===== config.mk =====
export PLATFORM = sky130hd
export DESIGN_NAME = code128b_bar_serializer
export DESIGN_NICKNAME = d
export VERILOG_FILES = /design/src/hw/rtl/cbs_pkg.sv /design/src/hw/rtl/code128b_bar_serializer.sv /design/src/hw/rtl/cbs_queue.sv /design/src/hw/rtl/cbs_front.sv /design/src/hw/rtl/cbs_back.sv
export VERILOG_INCLUDE_DIRS = /design/src /design/src/hw/rtl
export SDC_FILE = /design/constraint.sdc
export NUM_CORES = 1
export LEC_CHECK = 0
export BUFFER_PORTS_ARGS = -buffer_cell sky130_fd_sc_hd__buf_2
export CORE_ASPECT_RATIO = 1.5
export CORE_MARGIN = 2
export CORE_UTILIZATION = 60
export DETAILED_ROUTE_END_ITERATION = 8
export HOLD_SLACK_MARGIN = 0.02
export PLACE_DENSITY = 0.77
export SLEW_MARGIN = 10
export SYNTH_ARGS = -nofsm -noshare
export SYNTH_HDL_FRONTEND = slang
export SYNTH_SLANG_ARGS = --single-unit

===== constraint.sdc =====
create_clock -name clk_i -period 6.4 [get_ports clk_i]
set_input_delay 0.32 -clock clk_i [delete_from_list [all_inputs] [get_ports clk_i]]
set_output_delay 0.32 -clock clk_i [all_outputs]
set_load 0.01 [all_outputs]

===== src/hw/rtl/assert_macros.svh =====
// Assertion macros of the Code 128 B serializer, used by its top level.
`ifndef ASSERT_MACROS_SVH
`define ASSERT_MACROS_SVH

// Property checked at every rising clock edge outside reset.
`define ASSERT_CLK(lbl, prop, msg) \
  lbl: assert property (@(posedge clk_i) disable iff (!rst_ni) (prop)) else $error(msg);

// Condition that must never hold outside reset.
`define ASSERT_NEVER(lbl, cond, msg) \
  lbl: assert property (@(posedge clk_i) disable iff (!rst_ni) !(cond)) else $error(msg);

`endif


===== src/hw/rtl/cbs_pkg.sv =====
// Package of the Code 128 B serializer: constants, symbol table, job type.
package cbs_pkg;

  localparam int unsigned SYM_W     = 7;
  localparam int unsigned PAT_W     = 13;
  localparam int unsigned CNT_W     = 4;

  localparam logic [CNT_W-1:0] SYM_MODULES  = 4'd11;
  localparam logic [CNT_W-1:0] STOP_MODULES = 4'd13;
  localparam logic [PAT_W-1:0] START_B_PAT  = 13'h004B;
  localparam logic [PAT_W-1:0] STOP_PAT     = 13'h1AE3;
  localparam logic [SYM_W-1:0] CSUM_MOD     = 7'd103;
  localparam logic [SYM_W-1:0] CSUM_INIT    = 7'd1;   // 104 mod 103
  localparam logic [SYM_W-1:0] QMARK_SYM    = 7'd31;
  localparam logic [7:0]       SYM_OFFSET   = 8'h20;
  localparam logic [7:0]       SYM_COUNT_B  = 8'h60;

  localparam int unsigned QUEUE_DEPTH = 2;

  // Symbol patterns, least significant module first.
  localparam logic [10:0] SYM_PAT [103] = '{
    11'h19B, 11'h1B3, 11'h333, 11'h0C9, 11'h189, 11'h191, 11'h099, 11'h119,
    11'h131, 11'h093, 11'h113, 11'h123, 11'h1CD, 11'h1D9, 11'h399, 11'h19D,
    11'h1B9, 11'h339, 11'h273, 11'h1D3, 11'h393, 11'h13B, 11'h173, 11'h3B7,
    11'h197, 11'h1A7, 11'h327, 11'h137, 11'h167, 11'h267, 11'h0DB, 11'h31B,
    11'h363, 11'h0C5, 11'h0D1, 11'h311, 11'h08D, 11'h0B1, 11'h231, 11'h08B,
    11'h0A3, 11'h223, 11'h0ED, 11'h38D, 11'h3B1, 11'h0DD, 11'h31D, 11'h371,
    11'h377, 11'h38B, 11'h3A3, 11'h0BB, 11'h23B, 11'h3BB, 11'h0D7, 11'h317,
    11'h347, 11'h0B7, 11'h237, 11'h2C7, 11'h2F7, 11'h213, 11'h28F, 11'h065,
    11'h185, 11'h069, 11'h309, 11'h1A1, 11'h321, 11'h04D, 11'h10D, 11'h059,
    11'h219, 11'h161, 11'h261, 11'h243, 11'h053, 11'h2EF, 11'h143, 11'h2F1,
    11'h1E5, 11'h1E9, 11'h3C9, 11'h13D, 11'h179, 11'h279, 11'h12F, 11'h14F,
    11'h24F, 11'h3DB, 11'h37B, 11'h36F, 11'h0F5, 11'h3C5, 11'h3D1, 11'h0BD,
    11'h23D, 11'h0AF, 11'h22F, 11'h3DD, 11'h3BD, 11'h3D7, 11'h3AF
  };

  // Pattern of a symbol value, widened to the serializer width.
  function automatic logic [PAT_W-1:0] sym_pattern(logic [SYM_W-1:0] s);
    logic [PAT_W-1:0] p;
    p = '0;
    if (s < CSUM_MOD) begin
      p = {2'b00, SYM_PAT[s]};
    end
    return p;
  endfunction

  // Table of (h * 128) mod 103 for the high part of a checksum sum.
  typedef logic [SYM_W-1:0] hi_mod_tbl_t [128];

  function automatic hi_mod_tbl_t gen_hi_mod();
    hi_mod_tbl_t t;
    logic [7:0]  r;
    r = '0;
    for (int i = 0; i < 128; i++) begin
      t[i] = r[SYM_W-1:0];
      r = r + 8'd25;                 // 128 mod 103
      if (r >= {1'b0, CSUM_MOD}) begin
        r = r - {1'b0, CSUM_MOD};
      end
    end
    return t;
  endfunction

  // One classified item handed from the front to the back.
  typedef struct packed {
    logic             need_start;  // start B pattern goes first
    logic             is_end;      // sym is the checksum, stop pattern follows
    logic [SYM_W-1:0] sym;
  } cbs_job_t;

  // Queue fill status.
  typedef struct packed {
    logic full;
    logic empty;
  } cbs_qstat_t;

endpackage


===== src/hw/rtl/code128b_bar_serializer.sv =====
// Top level of the Code 128 subset B bar serializer.
//
//  channel   | dir | tdata            | tlast         | tuser
//  s_axis    | in  | [7:0] char_code  | -             | [0] mode (1 = end)
//  m_axis    | out | [0] bar          | last_of_item  | [0] barcode_done
//
// One module leaves per cycle from the back serializer: a character is
// 11 modules (22 when it opens a barcode), an end item 24 (35 when opening).
// The front classifies an item into a stage register, parks it in the job
// queue, so input is taken while the back still serializes earlier items.
// Reset clears control state; checksum restarts at 104 mod 103.
// Output stalls hold the serializer; a full queue stalls the input.
`include "assert_macros.svh"

module code128b_bar_serializer #(
  parameter int unsigned QueueDepth = cbs_pkg::QUEUE_DEPTH
) (
  input  logic       clk_i,
  input  logic       rst_ni,
  input  logic       s_axis_tvalid_i,
  output logic       s_axis_tready_o,
  input  logic [7:0] s_axis_tdata_i,   // [7:0] char_code
  input  logic       s_axis_tuser_i,   // [0] mode
  output logic       m_axis_tvalid_o,
  input  logic       m_axis_tready_i,
  output logic [7:0] m_axis_tdata_o,   // [0] bar, [7:1] zero
  output logic       m_axis_tlast_o,   // last_of_item
  output logic       m_axis_tuser_o    // [0] barcode_done
);
  import cbs_pkg::*;

  logic       q_push, q_pop;
  cbs_job_t   push_job, pop_job;
  cbs_qstat_t qstat;

  cbs_front u_front (
    .clk_i,
    .rst_ni,
    .s_axis_tvalid_i,
    .s_axis_tready_o,
    .s_axis_tdata_i,
    .s_axis_tuser_i,
    .qstat_i    (qstat),
    .push_o     (q_push),
    .push_job_o (push_job)
  );

  cbs_queue #(
    .Depth (QueueDepth)
  ) u_queue (
    .clk_i,
    .rst_ni,
    .push_i     (q_push),
    .push_job_i (push_job),
    .pop_i      (q_pop),
    .pop_job_o  (pop_job),
    .stat_o     (qstat)
  );

  cbs_back u_back (
    .clk_i,
    .rst_ni,
    .qstat_i   (qstat),
    .pop_job_i (pop_job),
    .pop_o     (q_pop),
    .m_axis_tvalid_o,
    .m_axis_tready_i,
    .m_axis_tdata_o,
    .m_axis_tlast_o,
    .m_axis_tuser_o
  );

  // Checks
  `ASSERT_NEVER(a_push_full, q_push && qstat.full, "job pushed into full queue")
  `ASSERT_NEVER(a_pop_empty, q_pop && qstat.empty, "job popped from empty queue")
  `ASSERT_CLK(a_csum_range, (q_push && push_job.is_end) |-> (push_job.sym < CSUM_MOD), "checksum symbol out of range")
  `ASSERT_CLK(a_done_last, (m_axis_tvalid_o && m_axis_tuser_o) |-> m_axis_tlast_o, "barcode end without item end")

endmodule


===== src/hw/rtl/cbs_queue.sv =====
// Small register queue of classified jobs between front and back.
module cbs_queue #(
  parameter int unsigned Depth = 2
) (
  input  logic              clk_i,
  input  logic              rst_ni,
  input  logic              push_i,
  input  cbs_pkg::cbs_job_t push_job_i,
  input  logic              pop_i,
  output cbs_pkg::cbs_job_t pop_job_o,
  output cbs_pkg::cbs_qstat_t stat_o
);
  import cbs_pkg::*;

  localparam int unsigned PtrW = (Depth > 1) ? $clog2(Depth) : 1;
  localparam int unsigned CntW = $clog2(Depth + 1);
  localparam logic [PtrW-1:0] LastPtr = PtrW'(Depth - 1);
  localparam logic [CntW-1:0] FullCnt = CntW'(Depth);

  cbs_job_t        mem_q [Depth];
  logic [PtrW-1:0] wptr_q, wptr_d, rptr_q, rptr_d;
  logic [CntW-1:0] cnt_q, cnt_d;

  // Pointer and count update
  always_comb begin
    wptr_d = wptr_q;
    rptr_d = rptr_q;
    cnt_d  = cnt_q;
    if (push_i) begin
      wptr_d = (wptr_q == LastPtr) ? '0 : wptr_q + 1'b1;
    end
    if (pop_i) begin
      rptr_d = (rptr_q == LastPtr) ? '0 : rptr_q + 1'b1;
    end
    if (push_i && !pop_i) begin
      cnt_d = cnt_q + 1'b1;
    end else if (!push_i && pop_i) begin
      cnt_d = cnt_q - 1'b1;
    end
  end

  always_ff @(posedge clk_i or negedge rst_ni) begin
    if (!rst_ni) begin
      wptr_q <= '0;
      rptr_q <= '0;
      cnt_q  <= '0;
    end else begin
      wptr_q <= wptr_d;
      rptr_q <= rptr_d;
      cnt_q  <= cnt_d;
    end
  end

  // Entry storage
  always_ff @(posedge clk_i) begin
    if (push_i) begin
      mem_q[wptr_q] <= push_job_i;
    end
  end

  assign pop_job_o    = mem_q[rptr_q];
  assign stat_o.full  = (cnt_q == FullCnt);
  assign stat_o.empty = (cnt_q == '0);

endmodule


===== src/hw/rtl/cbs_front.sv =====
// Front end: accepts characters, maps them to symbols, keeps the checksum.
module cbs_front (
  input  logic               clk_i,
  input  logic               rst_ni,
  input  logic               s_axis_tvalid_i,
  output logic               s_axis_tready_o,
  input  logic [7:0]         s_axis_tdata_i,   // [7:0] char_code
  input  logic               s_axis_tuser_i,   // [0] mode
  input  cbs_pkg::cbs_qstat_t qstat_i,
  output logic               push_o,
  output cbs_pkg::cbs_job_t  push_job_o
);
  import cbs_pkg::*;

  localparam hi_mod_tbl_t HiMod = gen_hi_mod();
  localparam logic [SYM_W-1:0] LastWeight = CSUM_MOD - 7'd1;

  logic             accept;
  logic [7:0]       sym_raw;
  logic [SYM_W-1:0] sym_in;
  logic [SYM_W-1:0] w_use;

  logic             a_valid_q, a_valid_d;
  logic             a_mode_q, a_start_q;
  logic [SYM_W-1:0] a_sym_q;
  logic [13:0]      a_prod_q;
  logic             started_q, started_d;
  logic [SYM_W-1:0] w_q, w_d;
  logic [SYM_W-1:0] cs_q, cs_d;

  logic [13:0]      sum;
  logic [7:0]       part;
  logic [SYM_W-1:0] cs_new;

  assign accept          = s_axis_tvalid_i && s_axis_tready_o;
  assign s_axis_tready_o = !a_valid_q || !qstat_i.full;
  assign push_o          = a_valid_q && !qstat_i.full;

  // Character to symbol, out-of-set bytes become '?'
  assign sym_raw = s_axis_tdata_i - SYM_OFFSET;
  assign sym_in  = (sym_raw >= SYM_COUNT_B) ? QMARK_SYM : sym_raw[SYM_W-1:0];

  // Weight of this character, restarting at 1 in a new barcode
  assign w_use = !started_q        ? 7'd1 :
                 (w_q == LastWeight) ? '0 : w_q + 7'd1;

  always_comb begin
    started_d = started_q;
    w_d       = w_q;
    if (accept) begin
      started_d = !s_axis_tuser_i;
      w_d       = s_axis_tuser_i ? '0 : w_use;
    end
  end

  // Stage register: weighted symbol product
  always_ff @(posedge clk_i) begin
    if (accept) begin
      a_mode_q  <= s_axis_tuser_i;
      a_start_q <= !started_q;
      a_sym_q   <= sym_in;
      a_prod_q  <= {7'd0, w_use} * {7'd0, sym_in};
    end
  end

  // Checksum add and mod 103 reduction via split table
  always_comb begin
    sum  = a_prod_q + {7'd0, cs_q};
    part = {1'b0, HiMod[sum[13:7]]} + {1'b0, sum[6:0]};
    if (part >= {CSUM_MOD, 1'b0}) begin
      part = part - {CSUM_MOD, 1'b0};
    end else if (part >= {1'b0, CSUM_MOD}) begin
      part = part - {1'b0, CSUM_MOD};
    end
    cs_new = part[SYM_W-1:0];
  end

  always_comb begin
    cs_d = cs_q;
    if (push_o) begin
      cs_d = a_mode_q ? CSUM_INIT : cs_new;
    end
    a_valid_d = accept ? 1'b1 : (push_o ? 1'b0 : a_valid_q);
  end

  assign push_job_o.need_start = a_start_q;
  assign push_job_o.is_end     = a_mode_q;
  assign push_job_o.sym        = a_mode_q ? cs_q : a_sym_q;

  always_ff @(posedge clk_i or negedge rst_ni) begin
    if (!rst_ni) begin
      a_valid_q <= 1'b0;
      started_q <= 1'b0;
      w_q       <= '0;
      cs_q      <= CSUM_INIT;
    end else begin
      a_valid_q <= a_valid_d;
      started_q <= started_d;
      w_q       <= w_d;
      cs_q      <= cs_d;
    end
  end

endmodule


===== src/hw/rtl/cbs_back.sv =====
// Back end: serializes start, symbol and stop patterns one module per cycle while the output has room.
module cbs_back (
  input  logic               clk_i,
  input  logic               rst_ni,
  input  cbs_pkg::cbs_qstat_t qstat_i,
  input  cbs_pkg::cbs_job_t  pop_job_i,
  output logic               pop_o,
  output logic               m_axis_tvalid_o,
  input  logic               m_axis_tready_i,
  output logic [7:0]         m_axis_tdata_o,   // [0] bar, [7:1] zero
  output logic               m_axis_tlast_o,   // last_of_item
  output logic               m_axis_tuser_o    // [0] barcode_done
);
  import cbs_pkg::*;

  localparam logic [1:0] PH_START = 2'd0;
  localparam logic [1:0] PH_SYM   = 2'd1;
  localparam logic [1:0] PH_STOP  = 2'd2;

  logic             busy_q, busy_d;
  logic [1:0]       phase_q, phase_d;
  logic [PAT_W-1:0] shift_q, shift_d;
  logic [CNT_W-1:0] cnt_q, cnt_d;
  logic [SYM_W-1:0] sym_q, sym_d;
  logic             end_q, end_d;
  logic             out_valid_q, out_valid_d;
  logic             bar_q, bar_d, last_q, last_d, done_q, done_d;

  logic out_room, emit, pattern_end, item_end, stop_end;

  assign out_room    = !out_valid_q || m_axis_tready_i;
  assign emit        = busy_q && out_room;
  assign pattern_end = emit && (cnt_q == 4'd1);
  assign stop_end    = pattern_end && (phase_q == PH_STOP);
  assign item_end    = stop_end || (pattern_end && (phase_q == PH_SYM) && !end_q);
  assign pop_o       = (!busy_q || item_end) && !qstat_i.empty;

  // Serializer next state
  always_comb begin
    busy_d      = busy_q;
    phase_d     = phase_q;
    shift_d     = shift_q;
    cnt_d       = cnt_q;
    sym_d       = sym_q;
    end_d       = end_q;
    out_valid_d = out_valid_q && !m_axis_tready_i;
    bar_d       = bar_q;
    last_d      = last_q;
    done_d      = done_q;

    if (emit) begin
      out_valid_d = 1'b1;
      bar_d       = shift_q[0];
      last_d      = item_end;
      done_d      = stop_end;
      shift_d     = shift_q >> 1;
      cnt_d       = cnt_q - 4'd1;
    end

    // Chain to the next pattern of this transaction
    if (pattern_end) begin
      case (phase_q)
        PH_START: begin
          phase_d = PH_SYM;
          shift_d = sym_pattern(sym_q);
          cnt_d   = SYM_MODULES;
        end
        PH_SYM: begin
          if (end_q) begin
            phase_d = PH_STOP;
            shift_d = STOP_PAT;
            cnt_d   = STOP_MODULES;
          end else begin
            busy_d = 1'b0;
          end
        end
        default: begin
          busy_d = 1'b0;
        end
      endcase
    end

    // Load the next job
    if (pop_o) begin
      busy_d  = 1'b1;
      sym_d   = pop_job_i.sym;
      end_d   = pop_job_i.is_end;
      cnt_d   = SYM_MODULES;
      if (pop_job_i.need_start) begin
        phase_d = PH_START;
        shift_d = START_B_PAT;
      end else begin
        phase_d = PH_SYM;
        shift_d = sym_pattern(pop_job_i.sym);
      end
    end
  end

  always_ff @(posedge clk_i or negedge rst_ni) begin
    if (!rst_ni) begin
      busy_q      <= 1'b0;
      phase_q     <= PH_START;
      cnt_q       <= '0;
      out_valid_q <= 1'b0;
    end else begin
      busy_q      <= busy_d;
      phase_q     <= phase_d;
      cnt_q       <= cnt_d;
      out_valid_q <= out_valid_d;
    end
  end

  always_ff @(posedge clk_i) begin
    shift_q <= shift_d;
    sym_q   <= sym_d;
    end_q   <= end_d;
    bar_q   <= bar_d;
    last_q  <= last_d;
    done_q  <= done_d;
  end

  assign m_axis_tvalid_o = out_valid_q;
  assign m_axis_tdata_o  = {7'd0, bar_q};
  assign m_axis_tlast_o  = last_q;
  assign m_axis_tuser_o  = done_q;

endmodule


==> results.md <==
* Status: complete, no violations
* Starting Density at 0.607
* Initial antenna violation count at 0
* Synth Cell Area at approximately 11000 µm²
* Clock buffer count from CTS at 9
* Post-synthesis sequential area ratio at 0.234
* Flop2flop setup slack at 520 ps
* GP Congestion at around 0.97
* Final ANT Viol Nets at 0
* Count of different cell masters after synthesis at slightly below 100
* Slew HR at 0.353
* Die X-Extent at 114 µm
* Largest net degree at the start of global routing at 62
* Clock transition at path regs at 70 ps
* Core area at 17800 µm²
* CTS Root Cell: clkbuf_16
* P&R area growth vs syn at 3.90%
* Asr flop ratio synth at 0.301
* Fin crit share at 0.919
* Count leader, synth: nand2_1
* Unrepaired setup endpoints after global routing: false
* Yosys reg bits at 93
* EDFF count, synth at 52
* Largest cells by area after synthesis: edfxtp_1, ha_1, dfrtp_1, fa_1, nand2_1
* Final net count at 1404
* GRT Util Overall at 0.312
* DRC at 0
* 1st-pass router iterations at 6
* Share of cells above drive strength 1 at 0.0887
* Mean cell area of the mapped netlist at a little over 8 µm²
* CTS tree: yes
* Crit. End Element: register
* Die Area at 19100 µm²
* Required @ worst endpoint at 6660 ps
* First-pass GRT wire length at ~49000 µm
* Via count at between 10000 and 15000
* P per Cell Area at roughly 600 nW/µm²
* Skew-Pair Late Insertion Delay at around 340 ps
* Max_cap viols at 0
* Worst Tran Pin Value at a little under 1000 ps
* Vias per cell at slightly below 7
* DR iter-0 viols at around 1100
* Worst vdd ir at a little under 0.4 mV
* Final min period at about 6000 ps
* CTS Sinks at 93
* Mapped Cells at 1343
* Setup slack at placement at 261 ps
* Port bufs at 17
* Die height at 168 µm
* Yosys top cell area share at 0.145
* Vias in the first global route at approximately 10000
* Final Slew Violations at 0
* Post-Route WL at 29700 µm
* Min-Delay Path Class: input pin to register
* Fin Clk Skew at between 10 and 15 ps
* Synth top cells by count: nand2_1, nor2_1, a21oi_1
* WP data arrival at around 6100 ps
* ANT cells at 0
* DPL Wire Length at 21600 µm
* DR WL/cell at approximately 20 µm
* CP max FO at 19
* CTS max path bufs at 2
* Endpoints failing hold at 0
* Final setup vio count at 0
* Synth area leader: edfxtp_1
* Pleak at between 4 and 5 nW
* Post-CTS setup buffers at 0
* Startpoint types: register
* H-tree levels at 3
* Setup CP Type: register to register
* Fmax at about 170 MHz
* Setup TNS at 0 ps
* Ys flop type: edfxtp_1
* Yosys warnings at 0
* I/O pins at 25
* Filler cells at ~1600
* Final setup margin at 515 ps
* Remaining Overflow, GRT at 0
* # rows at 60
## final cells by class
type	count	area [µm²]	area share
sequential	93	2520	0.225
clock buffer	11	254	0.0226
tap	217	272	0.0242
multi-input combinational	1074	7570	0.675
clock inverter	5	57.6	0.00513
inverter	71	269	0.0240
timing repair buffer	42	275	0.0245
## state kept, by name (all words and copies together), names as in the netlist, 2 cells and up
register,cells
u_back.cnt_q,4
u_back.phase_q,2
u_back.shift_q,13
u_back.sym_q,7
u_front.a_prod_q,14
u_front.a_sym_q,7
u_front.cs_q,7
u_front.w_q,7
u_queue.cnt_q,2
u_queue.mem_q,18
## metrics by stage
stage | util | cells | cell area (µm²) | power, mW | hold WS [ps]
floorplan | - | 1349 | 10800 | 5.04 | 24.4
global placement | 0.612 | 1496 | 10900 | 5.97 | 376
detailed placement | 0.612 | 1496 | 10900 | 6.08 | 371
CTS | 0.630 | 1513 | 11200 | 6.66 | 198
global route | 0.631 | 1513 | 11200 | 7.36 | 200
finish | 0.631 | 1513 | 11200 | 6.78 | 197
## placed cells by master, fill, tap and decap left out, types with 16 or more instances in the layout
cell type,n
xnor2_1,33
buf_2,17
nand2_1,136
nor2_1,118
buf_4,24
fa_1,26
a21oi_1,90
inv_1,65
o211ai_1,34
a31oi_1,16
dfrtp_1,27
nand2b_1,18
a211oi_1,37
nand3_1,35
o21ai_0,80
ha_1,72
edfxtp_1,52
nor3_1,53
mux2i_1,24
## final timing paths
path,cells after the start,to,start
worst min register to register,2,u_back.shift_q[10]$_SDFF_PP0_,u_back.shift_q[11]$_SDFF_PP0_
worst max-delay path,22,u_front.cs_q[0]$_DFFE_PN1P_,u_front.a_prod_q[0]$_DFFE_PP_
worst min-delay path,2,u_front.a_valid_q$_DFFE_PN0P_,s_axis_tvalid_i
max in group asynchronous,2,u_front.cs_q[1]$_DFFE_PN0P_,rst_ni
worst max register to register,22,u_front.cs_q[0]$_DFFE_PN1P_,u_front.a_prod_q[0]$_DFFE_PP_
min in group asynchronous,2,u_back.m_axis_tvalid_o$_DFF_PN0_,rst_ni
## power breakdown
group	switching (mW)	internal [mW]
Clock	0.223	0.327
Combinational	3.17	1.99
Sequential	0.191	0.882
Total	3.59	3.20
## metal layers
| metal | GRT usage | up-vias | part of all wire | routed length, µm |
|---|---|---|---|---|
| li1 | - | 4867 | - | - |
| met1 | 0.352 | 4882 | 0.36 | 10700 |
| met2 | 0.575 | 489 | 0.53 | 15700 |
| met3 | 0.0331 | 123 | 0.056 | 1660 |
| met4 | 0.157 | 0 | 0.056 | 1650 |
| met5 | 0 | - | 0 | 0 |
## critical path, stage by stage, from the launching register on
cell and delay, ps:
edfxtp_1 380, ha_1 220, fa_1 440, a211oi_2 310, o21a_1 250, nor3_1 110
or2_2 430, inv_4 230, ha_1 350, a21oi_1 80, a211oi_1 210, nor3_1 70
o311ai_1 310, o311ai_1 160, ha_1 380, o21ai_1 170, o21bai_1 80, a211o_1 300
and2_1 220, o311ai_4 510, o21ai_0 210, xnor2_1 160, o31a_1 230
## repair_timing
item	4_1_cts	5_1_grt
hold buffers	1	0
hold endpoints to repair	20	0
setup endpoints to repair	0	7
gates resized for setup	0	6
## cell families after synthesis
logic type | share of synthesized area
AND/OR/NAND/NOR | 0.193
flip-flops | 0.234
other | 0.000347
AO/OA/AOI/OAI | 0.277
multiplexers | 0.0497
XOR/XNOR | 0.0412
buffers and inverters | 0.0710
adder cells (fa/ha/maj) | 0.134
Power figures use the tool's default switching activity.
